===== src/rtl/session_ticket_cache_core_macros.svh =====
// ----------------------------------------------------------------------------
// session_ticket_cache_core_macros
// Assertion helpers shared by the ticket cache RTL.
// ----------------------------------------------------------------------------
`ifndef SESSION_TICKET_CACHE_CORE_MACROS_SVH
`define SESSION_TICKET_CACHE_CORE_MACROS_SVH

// same-cycle implication
`define SCT_ASSERT_IMPL(label, clk, rst, ante, cons, msg) \
   label: assert property (@(posedge clk) disable iff (rst) (ante) |-> (cons)) else $error(msg);

// next-cycle implication
`define SCT_ASSERT_NEXT(label, clk, rst, ante, cons, msg) \
   label: assert property (@(posedge clk) disable iff (rst) (ante) |=> (cons)) else $error(msg);

`endif


===== src/rtl/sct_ram.sv =====
// ----------------------------------------------------------------------------
// sct_ram
// Single-port-write, single-port-read synchronous RAM, registered read data.
// ----------------------------------------------------------------------------
module sct_ram #(
   parameter int WIDTH = 8,
   parameter int DEPTH = 2
) (
   input  logic                     clock,
   input  logic                     wr_en,
   input  logic [$clog2(DEPTH)-1:0] wr_addr,
   input  logic [WIDTH-1:0]         wr_data,
   input  logic                     rd_en,
   input  logic [$clog2(DEPTH)-1:0] rd_addr,
   output logic [WIDTH-1:0]         rd_data
);

   logic [WIDTH-1:0] mem [DEPTH];
   logic [WIDTH-1:0] rd_data_ff;

   // write port
   always_ff @(posedge clock) begin
      if (wr_en) begin
         mem[wr_addr] <= wr_data;
      end
   end

   // read port
   always_ff @(posedge clock) begin
      if (rd_en) begin
         rd_data_ff <= mem[rd_addr];
      end
   end

   assign rd_data = rd_data_ff;

endmodule


===== config.mk =====
export PLATFORM = sky130hd
export DESIGN_NAME = sct_ram
export DESIGN_NICKNAME = d
export VERILOG_FILES = /design/src/rtl/session_ticket_cache_core_macros.svh /design/src/rtl/sct_ram.sv
export SDC_FILE = /design/constraint.sdc
export NUM_CORES = 1
export LEC_CHECK = 0
export CAP_MARGIN = 20
export CORE_MARGIN = 1
export CORE_UTILIZATION = 45
export DETAILED_ROUTE_END_ITERATION = 12
export DONT_BUFFER_PORTS = 1
export SLEW_MARGIN = 25
export SYNTH_ARGS = -nofsm -noshare
export SYNTH_HDL_FRONTEND = slang
export SYNTH_SLANG_ARGS = --single-unit

===== constraint.sdc =====
create_clock -name clock -period 1.5 [get_ports clock]
set_input_delay 0.15 -clock clock [delete_from_list [all_inputs] [get_ports clock]]
set_output_delay 0.15 -clock clock [all_outputs]
set_load 0.01 [all_outputs]

==> impl_results.md, run 1 <==
- Run status: completed
- Port Buf Inserts: 0
- Fraction of power consumed by the clock network: roughly a third
- Metal2 WL: 479 um
- Distinct cells, synth: 5
- Number of global-route vias before repair: roughly 350
- Post-placement setup slack: about 0.43 ns
- Relative contribution of sequential cells to total power: 61.4%
- Total via count after detailed routing: between 300 and 400
- Residual DRC: 0
- Clock transition at the registers of the reported paths: roughly 0.12 ns
- Dominant cell type by area after synthesis: sky130_fd_sc_hd__edfxtp_1
- Fin worst setup slack: just under 0.6 ns
- Initial Util: 49.01%
- Total count of max-transition violations in the final report: 0
- M1 wire length: ~400 um
- Max IR drop VDD: 0.0008136 V
- WL per Instance: around 13 um
- Total number of nets in the final design: 61
- Clock tree buffer depth: 2
- Clk_lat worst skew: roughly 0.30 ns
- Critical path's slowest cell: sky130_fd_sc_hd__edfxtp_1
- Count of buffering cells on the critical path with inverters included: 0
- Hold Crit Endpoint: rd_data[5]
- Final number of setup-violating endpoints: 0
- Number of optimization iterations in the first detailed-route pass: 2
- Worst Path Required: about 1.6 ns
- Cell types occupying the most area after synthesis: sky130_fd_sc_hd__edfxtp_1, sky130_fd_sc_hd__mux2_4, sky130_fd_sc_hd__buf_6
- Hold Crit Start: rd_addr
- Net switching share of the total power: 16.37%
- Overall die area: 2100 um^2
- Critical path peak fanout: 1
- Maximum number of pins on one net before global-route repair: 15
- Number of cells on the worst reg-to-reg path: 1
- Hold Path Cell Cnt: 1
- Area growth from synthesis to layout: 18.81%
- Fraction of layout instances using a drive strength above 1: between 20% and 30%
- Number of hold violations in the final report: 0
- Finished layout cell area: slightly above 1000 um^2
- Most common library cell in the layout ignoring fill and taps: sky130_fd_sc_hd__edfxtp_1
- Fin crit share: between 60% and 70%
- CTS tree: yes
- Total congestion overflow after global routing: 0
- Min Clock Period, post-route: about 0.90 ns
- Post-detailed-route count of antenna-violating nets: 0
- Total net switching power: roughly 0.22 mW
- Arrival time at the worst endpoint: 0.97 ns
- Average size of a mapped cell: 24.70 um^2
- Setup CP Type: reg2reg
- Global-route wire length before repair: around 1.5 mm
- RSZ-0062 raised after global routing: no
- Boundary pin count: 21
- CTS sink cnt: 24
- Crit-path leading delay family: flip-flops
- Internal power component: around 1.1 mW
- Worst-case clock skew: 0.006542 ns
- Total power divided by cell area: between 1000 and 1500 nW/um^2
- Chip width: about 46 um
- Total clock buffers created by CTS: 3
- Commonest non-fill, non-tap cells in the layout: sky130_fd_sc_hd__edfxtp_1, sky130_fd_sc_hd__dlygate4sd3_1, sky130_fd_sc_hd__mux2_4, sky130_fd_sc_hd__clkbuf_4
- Post-Synthesis Cell Area: 864.6 um^2
- Lkg Pwr: 0.3645 nW
- Number of register bits inferred by synthesis: 24
- Syn_nets: between 40 and 50
- CP endpoint kind: flop
- Total core area: about 1800 um^2
- Post-synthesis sequential area ratio: 83.36%
- Highest clock frequency the design can meet: 1.106 GHz
- Total wirelength of the detailed-routed design: ~960 um
- Total length of routed met3 wires: around 72 um
- Post-synthesis instance total: 35
- FILL cells: roughly 150
- Summed negative setup slack over all endpoints: 0 ns
- Post-CTS Setup Repair Bufs: 0
- Htree depth: 1
- Ordered cell list for the critical path: mux2_4
- Maximum capacitance violations: 0
- Warnings, synthesis: 0
- Cell at the root of the clock tree: sky130_fd_sc_hd__clkbuf_4
- Final antenna diode count: 0
- Startpoint Class: flop
- Std-Cell Rows: 15
- Vias per cell: between 4 and 5
- Worst hold path class: in2reg
- Initial antenna violation count: 0
- Slew at the pin closest to its max-slew limit: 0.6497 ns
- Die Y: around 46 um
- Flop2flop setup slack: ~0.60 ns
- Placed Instance Area: between 800 and 900 um^2
- Share of the synthesized area in the top cell type: between 80% and 90%
- Max-Slew Margin vs Limit: 56.60%
- Maximum cell stage delay along the critical path: approximately 0.40 ns
- Worst r2r dst: rd_data[0]
- Worst r2r src: mem[0][0]
- Placer's final routability congestion estimate: roughly 0.66
- Highest layer used for signal routing: met3
- Overall routing resource usage: between 10% and 20%
- 1st-iter DRT viols: 1
- Logic gate share of total power: 5.1%
## final cells by class
cell class,count,area [um^2],share of cell area (%)
Clock inverter,1,30.03,2.923
Sequential cell,24,720.7,70.16
Clock buffer,3,22.52,2.192
Tap cell,25,31.28,3.045
Timing Repair Buffer,9,90.09,8.770
Multi-Input combinational cell,10,132.6,12.91
## power groups by stage
stage          logic [mW]  clock network, mW  registers, mW
3_5_place_dp       0.0436                  0          0.831
3_3_place_gp       0.0420                  0          0.828
2_1_floorplan      0.0459                  0          0.825
4_1_cts            0.0676              0.455          0.815
5_1_grt            0.0723              0.478          0.819
6_report           0.0673              0.444          0.814
## synthesized netlist by cell type
| library cell | instances |
|---|---|
| sky130_fd_sc_hd__buf_6 | 1 |
| sky130_fd_sc_hd__mux2_4 | 8 |
| sky130_fd_sc_hd__edfxtp_1 | 24 |
| sky130_fd_sc_hd__and2_1 | 1 |
| sky130_fd_sc_hd__nor2b_1 | 1 |
## per-layer routing
layer,vias up,GRT usage [%]
met5,-,0
met4,0,3.529
met3,0,3.175
met2,22,17.71
met1,150,12.20
li1,162,-
## worst max path at each step
stage	start	endpoint	cells past startpoint
global placement	wr_en	mem[0][0]	1
detailed placement	wr_en	mem[0][0]	1
finish	mem[0][0]	rd_data[0]	1
global route	rd_data[0]	rd_data[0]	0
floorplan	wr_en	mem[0][0]	1
CTS	mem[0][7]	rd_data[7]	1
## kinds of logic (layout without fill, tap and decap cells)
kind of cell,after synthesis,in the layout,synth area share (%)
buffers and inverters,1,13,1.302
muxes,8,8,13.89
and+or+nand+nor,2,2,1.448
DFF,24,24,83.36
## registers in the layout (all words and copies together) (netlist names)
register and cells:
rd_data 8, mem 16
## timing repair
item / CTS / global route
endpoints found under the hold margin: 24 / 0
resized for setup: 0 / 0
hold buffers: 9 / 0
## through the flow
stage / utilization, % / power (mW) / instances / hold WS, ns
after floorplan: - / 0.8712 / 35 / 0.2489
after global placement: 50.14 / 0.8702 / 59 / 0.2490
after detailed placement: 50.14 / 0.8745 / 59 / 0.2490
after CTS: 58.23 / 1.337 / 72 / 0.06390
after global routing: 58.23 / 1.369 / 72 / 0.05133
final: 58.23 / 1.325 / 72 / 0.06885
Power figures use the tool's default switching activity.
==> run 2, diff against run 1 <==
--- a/config.mk
+++ b/config.mk
@@ -5,6 +5,7 @@
 export SDC_FILE = /design/constraint.sdc
 export NUM_CORES = 1
 export LEC_CHECK = 0
+export ABC_AREA = 1
 export CAP_MARGIN = 20
 export CORE_MARGIN = 1
 export CORE_UTILIZATION = 45
==> constraint.sdc (replaced) <==
create_clock -name clock -period 0.95 [get_ports clock]
set_input_delay 0.095 -clock clock [delete_from_list [all_inputs] [get_ports clock]]
set_output_delay 0.095 -clock clock [all_outputs]
set_load 0.01 [all_outputs]
==> impl_results.md, run 2 <==
- Cell at the root of the clock tree: sky130_fd_sc_hd__clkbuf_4
- Slew at the pin closest to its max-slew limit: 0.3128 ns (-0.3369 ns)
- FILL cells: 147 (-3.9%)
- Distinct cells, synth: 6 (+1)
- Total core area: 1745 um^2 (-1.1%)
- Number of optimization iterations in the first detailed-route pass: 4 (+2)
- Chip width: 45.23 um (-1.3%)
- Total power divided by cell area: 2054 nW/um^2 (+59%)
- Async S/R FF share, synth: 0% (unchanged)
- Post-placement setup slack: 0.2138 ns (-0.2133 ns)
- Total wirelength of the detailed-routed design: 989 um (+3.6%)
- Number of register bits inferred by synthesis: 24 (unchanged)
- Average size of a mapped cell: 15.57 um^2 (-37%)
- Die Y: 45.23 um (-1.3%)
- Maximum number of pins on one net before global-route repair: 15 (unchanged)
- Port Buf Inserts: 0 (unchanged)
- Top flip-flop cell by instance count after synthesis: sky130_fd_sc_hd__edfxtp_1
- Finished layout cell area: 1021 um^2 (-0.61%)
- Number of instances in the placed design: 79 (+34%)
- Largest Register: mem
- Min Clock Period, post-route: between 0.8 and 0.9 ns
- Warnings, synthesis: 0 (unchanged)
- Total clock buffers created by CTS: 3 (unchanged)
- Post-synthesis sequential area ratio: 85.71% (+2.4 points)
- Initial antenna violation count: 0 (unchanged)
- Placer's final routability congestion estimate: 0.6087 (-7.3%)
- Summed negative setup slack over all endpoints: 0 ns (unchanged)
- Commonest non-fill, non-tap cells in the layout: sky130_fd_sc_hd__nand2_1, sky130_fd_sc_hd__edfxtp_1, sky130_fd_sc_hd__dlygate4sd3_1, sky130_fd_sc_hd__clkbuf_4, sky130_fd_sc_hd__inv_1
- Cell types occupying the most area after synthesis: sky130_fd_sc_hd__edfxtp_1, sky130_fd_sc_hd__nand2_1, sky130_fd_sc_hd__buf_6
- Number of standard cells in the final layout excluding fillers: 93 (+29%)
- Dominant cell type by area after synthesis: sky130_fd_sc_hd__edfxtp_1
- Clock transition at the registers of the reported paths: 0.13 ns (about the same)
- Storage cell area: 720.7 um^2 (unchanged)
- WL per Instance: 10.63 um (-20%)
- CTS sink cnt: 24 (unchanged)
- Total via count after detailed routing: 418 (+25%)
- Post-cts resize count: 0 (unchanged)
- Number of hold violations in the final report: 0 (unchanged)
- 1st-iter DRT viols: 6 (+5)
- Critical path peak fanout: 1 (unchanged)
- Post-Route Utilization: 58.49% (+0.27 points)
- Highest clock frequency the design can meet: 1.186 GHz
- Global-route wire length before repair: 1.462 mm (unchanged)
- Syn_nets: 67 (+40%)
- Fraction of layout instances using a drive strength above 1: 8.824% (-17 points)
- Total congestion overflow after global routing: 0 (unchanged)
- Fin worst setup slack: 0.1067 ns (-0.4894 ns)
- Total count of max-transition violations in the final report: 0 (unchanged)
- Clock tree buffer depth: 2 (unchanged)
- Share of the synthesized area in the top cell type: 85.71% (+2.4 points)
- Cell with the most instances after synthesis: sky130_fd_sc_hd__nand2_1
- Std-Cell Rows: 15 (unchanged)
- Placed Instance Area: 868.3 um^2 (-1.8%)
- Final antenna diode count: 0 (unchanged)
- Run status: completed
- Htree depth: 1 (unchanged)
- Area growth from synthesis to layout: 21.43%
- Total number of nets in the final design: 82 (+34%)
- Overall die area: 2045 um^2 (-2.6%)
- Boundary pin count: 21 (unchanged)
- Commonest cells post-synth: sky130_fd_sc_hd__nand2_1, sky130_fd_sc_hd__edfxtp_1, sky130_fd_sc_hd__inv_1
- Lkg Pwr: 0.3964 nW (+8.7%)
- Max IR drop VDD: 0.001135 V (+40%)
- Worst hold path class: in2reg
- Max-Slew Margin vs Limit: 79.08% (+22 points)
- Final number of setup-violating endpoints: 0 (unchanged)
- Multi-input gate area in the final layout: 97.59 um^2 (-26%)
- Vias per cell: 4.495 (-3.1%)
- Worst-case clock skew: 0.003178 ns (-0.003364 ns)
- Startpoint Class: flop
- Initial Util: 48.17% (-0.84 points)
- CP endpoint kind: primary output
- Number of flops mapped to enable cells by yosys: 24 (unchanged)
- Arrival time at the worst endpoint: 0.75 ns (-0.22 ns)
- Post-synthesis instance total: 54 (+54%)
- Clk_lat worst skew: 0.31 ns (about the same)
- Number of global-route vias before repair: 334 (-5.4%)
- Post-Synthesis Cell Area: 840.8 um^2 (-2.7%)
- CTS tree: yes
- Overall routing resource usage: 11.23% (+0.93 points)
- Residual DRC: 0 (unchanged)
- Worst hold slack after final layout: 0.09359 ns (+0.02474 ns)
- Most common library cell in the layout ignoring fill and taps: sky130_fd_sc_hd__nand2_1
- Worst Path Required: 0.85 ns (-0.72 ns)
- RSZ-0062 raised after global routing: no
- Setup CP Type: reg2out
- Total chip power: 2.097 mW (+58%)
- Number of flip-flops under the largest register name: 16 (unchanged)
- Post-detailed-route count of antenna-violating nets: 0 (unchanged)
- Maximum capacitance violations: 0 (unchanged)
- Fin crit share: 88.76%
[run 2: worst paths after layout]
check	from	end	slack [ns]	depth (start not counted)
min reg2reg	mem[0][6]	rd_data[6]	0.52	2
max reg2reg	mem[0][5]	rd_data[5]	0.19	2
min	rd_addr	rd_data[4]	0.09	3
max	rd_data[4]	rd_data[4]	0.11	0
[run 2: area by class of cell]
cell class                 count  share of cell area, %
timing repair buffer          11                  10.54
clock inverter                 1                  2.941
inverter                       3                  1.103
multi-input combinational     26                  9.559
tap                           25                  3.064
sequential                    24                  70.59
clock buffer                   3                  2.206
[run 2: power breakdown]
group / switching (mW) / internal, mW / total, mW / leakage [nW]
registers: 0.0295 / 1.25 / 1.28 / 0.230
logic: 0.0542 / 0.0459 / 0.100 / 0.139
clock network: 0.292 / 0.426 / 0.718 / 0.0279
total: 0.376 / 1.72 / 2.10 / 0.396
[run 2: timing repair]
action | CTS | global route
hold buffers | 10 | 0
endpoints found under the hold margin | 32 | 0
setup buffers | 0 | 0
[run 2: routing by layer]
metal / share of wire, % / track usage [%] / up-vias
met4: 1.0 / 9.091 / 0
met2: 50 / 17.10 / 17
met3: 4.1 / 2.400 / 2
met1: 44 / 13.75 / 188
met5: 0 / 0 / -
li1: - / - / 211
[run 2: cells by family (layout without fill, tap and decap cells)]
logic type	Yosys count	after routing	share of synthesized area [%]
buffers and inverters	4	18	2.678
flip-flops	24	24	85.71
AND/OR/NAND/NOR	26	26	11.61
==> run 3, diff against run 2 <==
--- a/config.mk
+++ b/config.mk
@@ -11,6 +11,7 @@
 export CORE_UTILIZATION = 45
 export DETAILED_ROUTE_END_ITERATION = 12
 export DONT_BUFFER_PORTS = 1
+export RECOVER_POWER = 50
 export SLEW_MARGIN = 25
 export SYNTH_ARGS = -nofsm -noshare
 export SYNTH_HDL_FRONTEND = slang
==> impl_results.md, run 3 (synthesized netlist as in run 2, its figures left out) <==
- 1st-iter DRT viols: 5 (-1)
- Worst hold path class: in2reg
- Multi-input gate area in the final layout: 97.59 um^2 (unchanged)
- Post-CTS Setup Repair Bufs: 0 (unchanged)
- Final antenna diode count: 0 (unchanged)
- Post-placement setup slack: 0.2138 ns (unchanged)
- Total net switching power: 0.3765 mW (+0.25%)
- Run status: completed
- FILL cells: 147 (unchanged)
- Fraction of layout instances using a drive strength above 1: 7.353% (-1.5 points)
- Largest Register: mem
- Relative contribution of sequential cells to total power: 61.0% (about the same)
- Fin crit share: 88.79% (about the same)
- Chip width: 45.23 um (unchanged)
- Total core area: 1745 um^2 (unchanged)
- Total via count after detailed routing: 417 (-0.24%)
- Boundary pin count: 21 (unchanged)
- Total wirelength of the detailed-routed design: 1.003 mm (+1.4%)
- Commonest non-fill, non-tap cells in the layout: sky130_fd_sc_hd__nand2_1, sky130_fd_sc_hd__edfxtp_1, sky130_fd_sc_hd__dlygate4sd3_1, sky130_fd_sc_hd__clkbuf_4, sky130_fd_sc_hd__inv_1
- Maximum number of pins on one net before global-route repair: 15 (unchanged)
- Maximum capacitance violations: 0 (unchanged)
- Number of optimization iterations in the first detailed-route pass: 4 (unchanged)
- Total clock buffers created by CTS: 3 (unchanged)
- Post-Route Utilization: 58.28% (-0.21 points)
- Logic gate share of total power: 4.7% (about the same)
- Internal power component: 1.720 mW (about the same)
- Global-route wire length before repair: 1.462 mm (unchanged)
- Number of hold violations in the final report: 0 (unchanged)
- Lkg Pwr: 0.3924 nW (-1.0%)
- Total number of nets in the final design: 82 (unchanged)
- Max IR drop VDD: 0.001135 V (about the same)
- Highest clock frequency the design can meet: 1.186 GHz (about the same)
- Worst-case clock skew: 0.003180 ns (+0.000001830 ns)
- Startpoint Class: flop
- Number of global-route vias before repair: 334 (unchanged)
- Max-Slew Margin vs Limit: 69.10% (-10 points)
- Clock transition at the registers of the reported paths: 0.13 ns (about the same)
- Clock tree buffer depth: 2 (unchanged)
- Overall routing resource usage: 11.23% (unchanged)
- Number of instances in the placed design: 79 (unchanged)
- Finished layout cell area: 1017 um^2 (-0.37%)
- Fin worst setup slack: 0.1065 ns (-0.0002340 ns)
- RSZ-0062 raised after global routing: no
- Cell at the root of the clock tree: sky130_fd_sc_hd__clkbuf_4
- Fraction of power consumed by the clock network: 34.3% (about the same)
- CP endpoint kind: primary output
- Clk_lat worst skew: 0.31 ns (about the same)
- Total count of max-transition violations in the final report: 0 (unchanged)
- Vias per cell: 4.484 (-0.24%)
- Total congestion overflow after global routing: 0 (unchanged)
- CTS sink cnt: 24 (unchanged)
- Std-Cell Rows: 15 (unchanged)
- Number of standard cells in the final layout excluding fillers: 93 (unchanged)
- Total power divided by cell area: 2061 nW/um^2 (+0.33%)
- Worst Path Required: 0.85 ns (about the same)
- Net switching share of the total power: 17.96% (+0.052 points)
- Htree depth: 1 (unchanged)
- Area growth from synthesis to layout: 20.98%
- Arrival time at the worst endpoint: 0.75 ns (about the same)
- Post-cts resize count: 0 (unchanged)
- Port Buf Inserts: 0 (unchanged)
- Number of cells on the worst reg-to-reg path: 2 (unchanged)
- Total number of cells along the worst setup path: 0 (unchanged)
- Die Y: 45.23 um (unchanged)
- Slew at the pin closest to its max-slew limit: 0.4636 ns (+0.1508 ns)
- Min Clock Period, post-route: 0.8435 ns (+0.0002340 ns)
- Number of flip-flops under the largest register name: 16 (unchanged)
- CTS tree: yes
- Summed negative setup slack over all endpoints: 0 ns (unchanged)
- # hold bufs at CTS: 10 (unchanged)
- Setup CP Type: reg2out
- Initial antenna violation count: 0 (unchanged)
- Initial Util: 48.17% (unchanged)
- Final number of setup-violating endpoints: 0 (unchanged)
- Storage cell area: 720.7 um^2 (unchanged)
- Critical path peak fanout: 1 (unchanged)
- Placer's final routability congestion estimate: 0.6087 (unchanged)
- Overall die area: 2045 um^2 (unchanged)
- Placed Instance Area: 868.3 um^2 (unchanged)
- Residual DRC: 0 (unchanged)
- WL per Instance: 10.78 um (+1.4%)
- Most common library cell in the layout ignoring fill and taps: sky130_fd_sc_hd__nand2_1
- Hold Path Cell Cnt: 3 (unchanged)
- Post-detailed-route count of antenna-violating nets: 0 (unchanged)
[run 3: cell types whose count changed in the layout (fill, tap and decap cells not counted), sizes merged]
cell,change
clkbuf,+1
buf,-1
[run 3: cell type report]
type,instances,share of cell area [%]
multi-input combinational,26,9.594
timing repair buffer,11,10.21
tap,25,3.075
sequential,24,70.85
clock inverter,1,2.952
clock buffer,3,2.214
inverter,3,1.107
[run 3: per-layer routing]
metal	part of all wire [%]	vias up	global-route usage, %
met2	49	17	17.10
met3	4.1	2	2.400
li1	-	211	-
met4	1.0	0	9.091
met1	45	187	13.75
met5	0	-	0
[run 3: power by group through the flow]
stage / Sequential [mW] / Clock, mW / Combinational [mW]
final: 1.28 / 0.718 / 0.0987
after global routing: 1.29 / 0.756 / 0.112
after CTS: 1.28 / 0.729 / 0.102
after detailed placement: 1.31 / 0 / 0.0564
after global placement: 1.30 / 0 / 0.0555
after floorplan: 1.30 / 0 / 0.0488
[run 3: worst reg2reg max path: stages, from the launching register on]
cell and delay (ns):
sky130_fd_sc_hd__edfxtp_1 0.39, sky130_fd_sc_hd__nand2_1 0.08, sky130_fd_sc_hd__nand2_1 0.06
[run 3: worst paths after layout]
| check | startpoint | end | slack, ns |
|---|---|---|---|
| max | rd_data[4] | rd_data[4] | 0.11 |
| min reg2reg | mem[0][6] | rd_data[6] | 0.52 |
| min | rd_addr | rd_data[4] | 0.09 |
| max reg2reg | mem[0][5] | rd_data[5] | 0.19 |
[run 3: metrics by stage]
| stage | hold WS (ns) | power, mW |
|---|---|---|
| floorplan | 0.1939 | 1.351 |
| global placement | 0.1939 | 1.360 |
| detailed placement | 0.1939 | 1.362 |
| CTS | 0.08230 | 2.111 |
| global route | 0.09155 | 2.156 |
| finish | 0.09338 | 2.097 |
